[src/circular_deque_defines.svh]
// Assertion macros for the circular deque RTL.
// Included by the top level; no dependencies.
`ifndef CIRCULAR_DEQUE_DEFINES_SVH
`define CIRCULAR_DEQUE_DEFINES_SVH

`ifndef SYNTHESIS

`define CDQ_ASSERT_SAME(label, clk, rst, ante, cons, msg) \
   label: assert property (@(posedge clk) disable iff (rst) (ante) |-> (cons)) \
      else $error(msg);

`define CDQ_ASSERT_NEXT(label, clk, rst, ante, cons, msg) \
   label: assert property (@(posedge clk) disable iff (rst) (ante) |=> (cons)) \
      else $error(msg);

`else

`define CDQ_ASSERT_SAME(label, clk, rst, ante, cons, msg)

`define CDQ_ASSERT_NEXT(label, clk, rst, ante, cons, msg)

`endif

`endif

[src/cdq_pkg.sv]
// Shared types and constants for the circular deque.
// No dependencies; imported by every module of the block.
package cdq_pkg;

   localparam int DATA_W   = 32;
   localparam int ACTION_W = 3;
   localparam int CFG_W    = 11;

   localparam logic [CFG_W-1:0] CAP_RESET = 11'd1024;

   localparam logic [ACTION_W-1:0] ACT_PUSH_FRONT = 3'd0;
   localparam logic [ACTION_W-1:0] ACT_PUSH_BACK  = 3'd1;
   localparam logic [ACTION_W-1:0] ACT_POP_FRONT  = 3'd2;
   localparam logic [ACTION_W-1:0] ACT_POP_BACK   = 3'd3;
   localparam logic [ACTION_W-1:0] ACT_QUERY      = 3'd4;

   localparam logic signed [DATA_W-1:0] EMPTY_VALUE = -32'sd1;

   typedef struct packed {
      logic [ACTION_W-1:0]      action;
      logic signed [DATA_W-1:0] data_value;
   } req_type;

   typedef struct packed {
      logic                     succeeded;
      logic signed [DATA_W-1:0] front_value;
      logic signed [DATA_W-1:0] rear_value;
      logic                     is_empty;
      logic                     is_full;
   } rsp_type;

   typedef struct packed {
      logic start;
      logic load;
      logic cfg_write;
   } cmd_type;

endpackage

[src/cdq_ctrl.sv]
// Controller of the circular deque: handshakes and sequencing of the datapath.
// Depends on cdq_pkg.
module cdq_ctrl import cdq_pkg::*; (
   input  logic    clock,
   input  logic    reset,
   input  logic    req_valid,
   output logic    req_ready,
   output logic    rsp_valid,
   input  logic    rsp_ready,
   input  logic    csr_valid,
   output logic    csr_ready,
   output cmd_type cmd
);

   typedef enum logic [1:0] {
      ST_IDLE = 2'b01,
      ST_LOAD = 2'b10
   } state_type;

   state_type state_ff, state_in;
   logic      rsp_valid_ff, rsp_valid_in;
   logic      slot_free;

   // The result register may be refilled once its current transfer completes.
   assign slot_free = !rsp_valid_ff || rsp_ready;

   always_comb begin
      state_in      = state_ff;
      cmd.start     = 1'b0;
      cmd.load      = 1'b0;
      cmd.cfg_write = csr_valid;
      case (state_ff)
         ST_IDLE: begin
            if (req_valid) begin
               cmd.start = 1'b1;
               state_in  = ST_LOAD;
            end
         end
         ST_LOAD: begin
            if (slot_free) begin
               cmd.load = 1'b1;
               state_in = ST_IDLE;
            end
         end
         default: begin
            state_in = ST_IDLE;
         end
      endcase
   end

   always_comb begin
      rsp_valid_in = rsp_valid_ff;
      if (cmd.load) begin
         rsp_valid_in = 1'b1;
      end else if (rsp_ready) begin
         rsp_valid_in = 1'b0;
      end
   end

   always_ff @(posedge clock) begin
      if (reset) begin
         state_ff     <= ST_IDLE;
         rsp_valid_ff <= 1'b0;
      end else begin
         state_ff     <= state_in;
         rsp_valid_ff <= rsp_valid_in;
      end
   end

   assign req_ready = state_ff == ST_IDLE;
   assign rsp_valid = rsp_valid_ff;
   assign csr_ready = 1'b1;

endmodule

[config.mk]
export PLATFORM = sky130hd
export DESIGN_NAME = cdq_ctrl
export DESIGN_NICKNAME = d
export VERILOG_FILES = /design/src/circular_deque_defines.svh /design/src/cdq_pkg.sv /design/src/cdq_ctrl.sv
export SDC_FILE = /design/constraint.sdc
export NUM_CORES = 1
export LEC_CHECK = 0
export BUFFER_PORTS_ARGS = -buffer_cell sky130_fd_sc_hd__buf_4
export CORE_AREA = 2 2 39 41
export CTS_CLUSTER_SIZE = 24
export DETAILED_ROUTE_END_ITERATION = 16
export DIE_AREA = 0 0 41 43
export SYNTH_ARGS = -nofsm -noshare
export SYNTH_HDL_FRONTEND = slang
export SYNTH_SLANG_ARGS = --single-unit
[constraint.sdc]
create_clock -name clock -period 0.85 [get_ports clock]
set_input_delay 0.17 -clock clock [delete_from_list [all_inputs] [get_ports clock]]
set_output_delay 0.17 -clock clock [all_outputs]
set_load 0.005 [all_outputs]
==> results.json, run 1 <==
{
  "ios": 11,
  "min_period_ns": 1.08,
  "critPathLaunchType": "register",
  "wl_per_cell_um": 8.12,
  "port_buffers": 7,
  "drt-pass1-iter-count": 2,
  "worstPathArrival_ns": 0.91,
  "drt-total-wl_um": 333,
  "synth.top_cell.area_share": 0.387,
  "p_total_w": 0.000460,
  "place_area_um2": 205,
  "numCtsBuffers": 3,
  "clock-sinks": 3,
  "fp-row-count": 14,
  "die_x_um": 41,
  "grt_max_degree": 5,
  "crit_type": "reg -> out",
  "area_growth_pct": 68.5,
  "p_leak_nw": 0.129,
  "cts-root-buf": "clkbuf_4",
  "maxCapViolations": 0,
  "clk_latency_ns": 0.23,
  "hold_viol": 0,
  "clkTransAtPathRegs_ns": 0.04,
  "synth_seq_cells": 3,
  "start_util": 0.112,
  "design_area_um2": 262,
  "yosysUniqueCellTypes": 10,
  "grt_pass1_wl_um": 503,
  "drt_iter0_drc": 1,
  "nets": 31,
  "cp.required_ns": 0.68,
  "report.final.slew_viol_count": 0,
  "crit_fanout": 4,
  "overflow": 0,
  "fp.dieArea_mm2": 0.00176,
  "fin_hold_ws_ns": 0.108,
  "hold_class": "in -> reg",
  "antenna_cells": 0,
  "clock_skew_ns": 0.000941,
  "vias": 137,
  "cts_tree": "done",
  "viasPerCell": 3.34,
  "fin_util": 0.189,
  "rsz0062_at_grt": "true",
  "fmax_mhz": 922,
  "route.detailed.drc": 0,
  "setup_violations": 5,
  "status": "complete, but fails checks",
  "globalplace.congestion": 0.482,
  "track_usage": 0.0521,
  "core_area_mm2": 0.00138,
  "grt_pass1_vias": 157,
  "finalWorstSetupSlack_ns": -0.235,
  "ctsLongestPathBuffers": 2,
  "yosysTopAreaCell": "dfxtp_1",
  "holdBufCountCts": 0,
  "antenna_left": 0,
  "endpoint_kind": "output pin",
  "cellPowerDensity_mw_per_mm2": 1760,
  "antenna_found_initial": 0,
  "vdd_drop_max_uv": 317,
  "syn_area_per_cell_um2": 9.70,
  "htree_levels": 1,
  "die_h_um": 43,
  "synth_cells": 16,
  "drive_gt1_frac": 0.640,
  "syn-num-nets": 21,
  "period_share": 1.28,
  "yosysWarnings": 0,
  "synth_area_um2": 155,
  "ys_seq_area_frac": 0.387,
  "violations": "setup timing",
  "synth.area.top_cells": "dfxtp_1 (39%), buf_4 (15%), and4bb_1 (8.1%), nand2b_1 (8.1%), nor2b_1 (8.1%)"
}
## cell type report
class	count	area (µm²)
Fill cell	163	1120
Multi-Input combinational cell	10	81.3
Timing Repair Buffer	8	67.6
Sequential cell	3	66.3
Clock buffer	4	26.3
Tap cell	16	20.0
## critical path, cell delays in order (launching register included)
cell and delay (ns):
dfxtp_4 0.36, and3b_2 0.22, buf_6 0.11
## logic make-up (layout without fill, tap and decap cells)
group	Yosys count	count (layout)	synth area share
compound gates	3	3	0.145
flops	3	3	0.387
buf+inv	3	12	0.145
simple gates	6	6	0.298
other cells	1	1	0.0242
## report_power, final
| group | switching, W | internal [W] | leakage, nW | total (W) |
|---|---|---|---|---|
| Combinational | 0.0000171 | 0.0000436 | 0.0883 | 0.0000606 |
| Sequential | 0.00000688 | 0.000148 | 0.0255 | 0.000155 |
| Clock | 0.0000688 | 0.000176 | 0.0150 | 0.000244 |
## flip-flops by register name (all words and copies together) (netlist names)
| register | flops |
|---|---|
| state_ff | 2 |
| rsp_valid | 1 |
## cells in the final DEF, fill, tap and decap left out
cell type / n
buf_4: 6
o21ba_1: 1
nand2b_4: 1
nor2b_1: 2
a21oi_1: 1
clkbuf_4: 3
and3b_2: 1
dfxtp_4: 1
nand2b_1: 1
dfxtp_2: 2
conb_1: 1
buf_6: 2
and4bb_1: 1
o21bai_1: 1
clkbuf_1: 1
## path summary, 6_finish.rpt
kind | from | end | slack [ns] | cells past startpoint
setup / recovery | state_ff[1] | cmd[2] | -0.23 | 2
hold / removal | reset | rsp_valid | 0.11 | 2
setup reg to reg | state_ff[1] | state_ff[1] | -0.13 | 3
hold reg to reg | rsp_valid | rsp_valid | 0.49 | 2
## cells in the mapped netlist
| cell | count |
|---|---|
| a21oi_1 | 1 |
| and3b_1 | 1 |
| and4bb_1 | 1 |
| buf_4 | 3 |
| conb_1 | 1 |
| dfxtp_1 | 3 |
| nand2b_1 | 2 |
| nor2b_1 | 2 |
| o21ba_1 | 1 |
| o21bai_1 | 1 |
## metrics by stage
step,setup slack [ns],instances,setup TNS [ns]
finish,-0.235,41,-0.759
global route,-0.277,41,-0.972
CTS,-0.249,41,-0.820
detailed placement,-0.0244,36,-0.0517
global placement,-0.0125,36,-0.0167
floorplan,0.0288,16,0
## repair_timing
action                     in CTS  in global routing
pin swaps                       1                  0
buffers inserted                1                  0
resized for setup               8                  0
setup endpoints to repair       5                  6
## metal layers
metal  track usage  up-vias  share of wire
li1              -       67              -
met1        0.0255       61           0.25
met2        0.0719        7           0.58
met3        0.0471        2           0.14
met4        0.0800        0          0.018
met5             0        -              0
No activity file was read; power rests on OpenSTA's default activity.
==> run 2, diff against run 1 <==
--- a/config.mk
+++ b/config.mk
@@ -12,2 +12,3 @@
 export DIE_AREA = 0 0 41 43
+export SETUP_SLACK_MARGIN = 0.4
 export SYNTH_ARGS = -nofsm -noshare
--- a/constraint.sdc
+++ b/constraint.sdc
@@ -3,2 +3,2 @@
 set_output_delay 0.17 -clock clock [all_outputs]
-set_load 0.005 [all_outputs]
+set_load 0.02 [all_outputs]
==> results.json, run 2 (synthesis gave the netlist of run 1 again) <==
{
  "crit_type": "reg -> out",
  "min_period_ns": 1.11,
  "violations": "setup timing",
  "cellPowerDensity_mw_per_mm2": 1620,
  "fin_hold_ws_ns": 0.106,
  "fp.dieArea_mm2": 0.00176,
  "grt_pass1_wl_um": 469,
  "crit_family": "flip-flops",
  "cp_slowest_cell": "dfxtp_4",
  "numCtsBuffers": 3,
  "drt-total-wl_um": 363,
  "fmax_mhz": 902,
  "drt-pass1-iter-count": 1,
  "track_usage": 0.0502,
  "p_comb_frac": 0.184,
  "core_area_mm2": 0.00138,
  "worstPathArrival_ns": 0.94,
  "die_h_um": 43,
  "vias": 148,
  "globalplace.congestion": 0.568,
  "route.detailed.drc": 0,
  "wl_per_cell_um": 8.44,
  "grt_max_degree": 5,
  "viasPerCell": 3.44,
  "status": "complete, but fails checks",
  "start_util": 0.112,
  "ctsLongestPathBuffers": 2,
  "crit_fanout": 4,
  "layout_common_cells": "buf_4 (7), clkbuf_4 (3), buf_6 (3)",
  "largest_reg_flops": 2,
  "drive_gt1_frac": 0.778,
  "p_leak_nw": 0.153,
  "maxCapViolations": 0,
  "antenna_cells": 0,
  "setup_violations": 6,
  "ios": 11,
  "setup_tns_ns": -1.09,
  "period_share": 1.30,
  "vdd_drop_max_uv": 389,
  "largest_register": "state_ff",
  "overflow": 0,
  "crit_chain": "and3b_2 > buf_6",
  "critPathLaunchType": "register",
  "cp.required_ns": 0.68,
  "grt_pass1_vias": 140,
  "clk_latency_ns": 0.23,
  "fp-row-count": 14,
  "area_growth_pct": 94.4,
  "antenna_found_initial": 0,
  "clock_power_share": 0.502,
  "p_switching_w": 0.000113,
  "hold_viol": 0,
  "endpoint_kind": "output pin",
  "clock_skew_ns": 0.00169,
  "report.final.slew_viol_count": 0,
  "clock-sinks": 3,
  "cp_num_buf_inv": 1,
  "port_buffers": 7,
  "rsz0062_at_grt": "true",
  "die_x_um": 41,
  "finalWorstSetupSlack_ns": -0.258,
  "clkTransAtPathRegs_ns": 0.04,
  "nets": 33,
  "p_seq_frac": 0.314,
  "hold_class": "in -> reg",
  "cts_tree": "done",
  "power.internal_w": 0.000375,
  "drt_iter0_drc": 0,
  "cts-root-buf": "clkbuf_4",
  "htree_levels": 1,
  "antenna_left": 0,
  "final_common_cell": "buf_4",
  "fillers": 154,
  "switching_share": 0.231,
  "fin_util": 0.218,
  "slowest_delay_ns": 0.35
}
## run 2: cell count changes in the layout (fill, tap and decap cells not counted), sizes merged
cell | before | now
buf | 8 | 10
## run 2: area by class of cell
class | count | area [µm²] | share of cell area
multi-input combinational | 10 | 100 | 0.332
clock buffer | 4 | 26.3 | 0.0871
timing repair buffer | 10 | 86.3 | 0.286
sequential | 3 | 68.8 | 0.228
tap | 16 | 20.0 | 0.0664
## run 2: repair_timing
item | CTS | global route
setup buffers | 1 | 1
setup endpoints to repair | 7 | 7
pin swaps | 0 | 1
resized for setup | 4 | 6
hold buffers | 0 | 0
## run 2: per-stage QoR
step | setup slack (ns) | total power [W] | instances | cell area (µm²)
after floorplan | -0.0119 | 0.000202 | 16 | 165
after global placement | -0.0235 | 0.000221 | 37 | 219
after detailed placement | -0.0354 | 0.000221 | 37 | 219
after CTS | -0.270 | 0.000497 | 42 | 272
after global routing | -0.294 | 0.000521 | 43 | 302
final | -0.258 | 0.000488 | 43 | 302
## run 2: worst register-to-register path, stage by stage (launching register included)
cell and delay [ns]:
dfxtp_4 0.36, and3b_2 0.22, buf_4 0.13, buf_4 0.12, o21ba_1 0.16
## run 2: path summary, 6_finish.rpt
path | cells after the start | slack [ns] | to | startpoint
max | 2 | -0.26 | cmd[2] | state_ff[1]
min | 2 | 0.11 | rsp_valid | reset
max reg2reg | 4 | -0.24 | state_ff[1] | state_ff[1]
min reg2reg | 2 | 0.51 | rsp_valid | rsp_valid
## run 2: layer usage
| metal | vias to the layer above | GRT usage | wire, µm |
|---|---|---|---|
| met5 | - | 0 | 0 |
| met4 | 0 | 0.0800 | 0 |
| met3 | 0 | 0.0471 | 48 |
| met2 | 7 | 0.0625 | 209 |
| met1 | 69 | 0.0288 | 105 |
| li1 | 72 | - | - |
## run 2: power by group through the flow
stage / sequential [W] / clock (W) / combinational, W
2_1_floorplan: 0.000153 / 0 / 0.0000486
3_3_place_gp: 0.000153 / 0 / 0.0000671
3_5_place_dp: 0.000154 / 0 / 0.0000672
4_1_cts: 0.000153 / 0.000264 / 0.0000796
5_1_grt: 0.000154 / 0.000270 / 0.0000965
6_report: 0.000153 / 0.000245 / 0.0000895
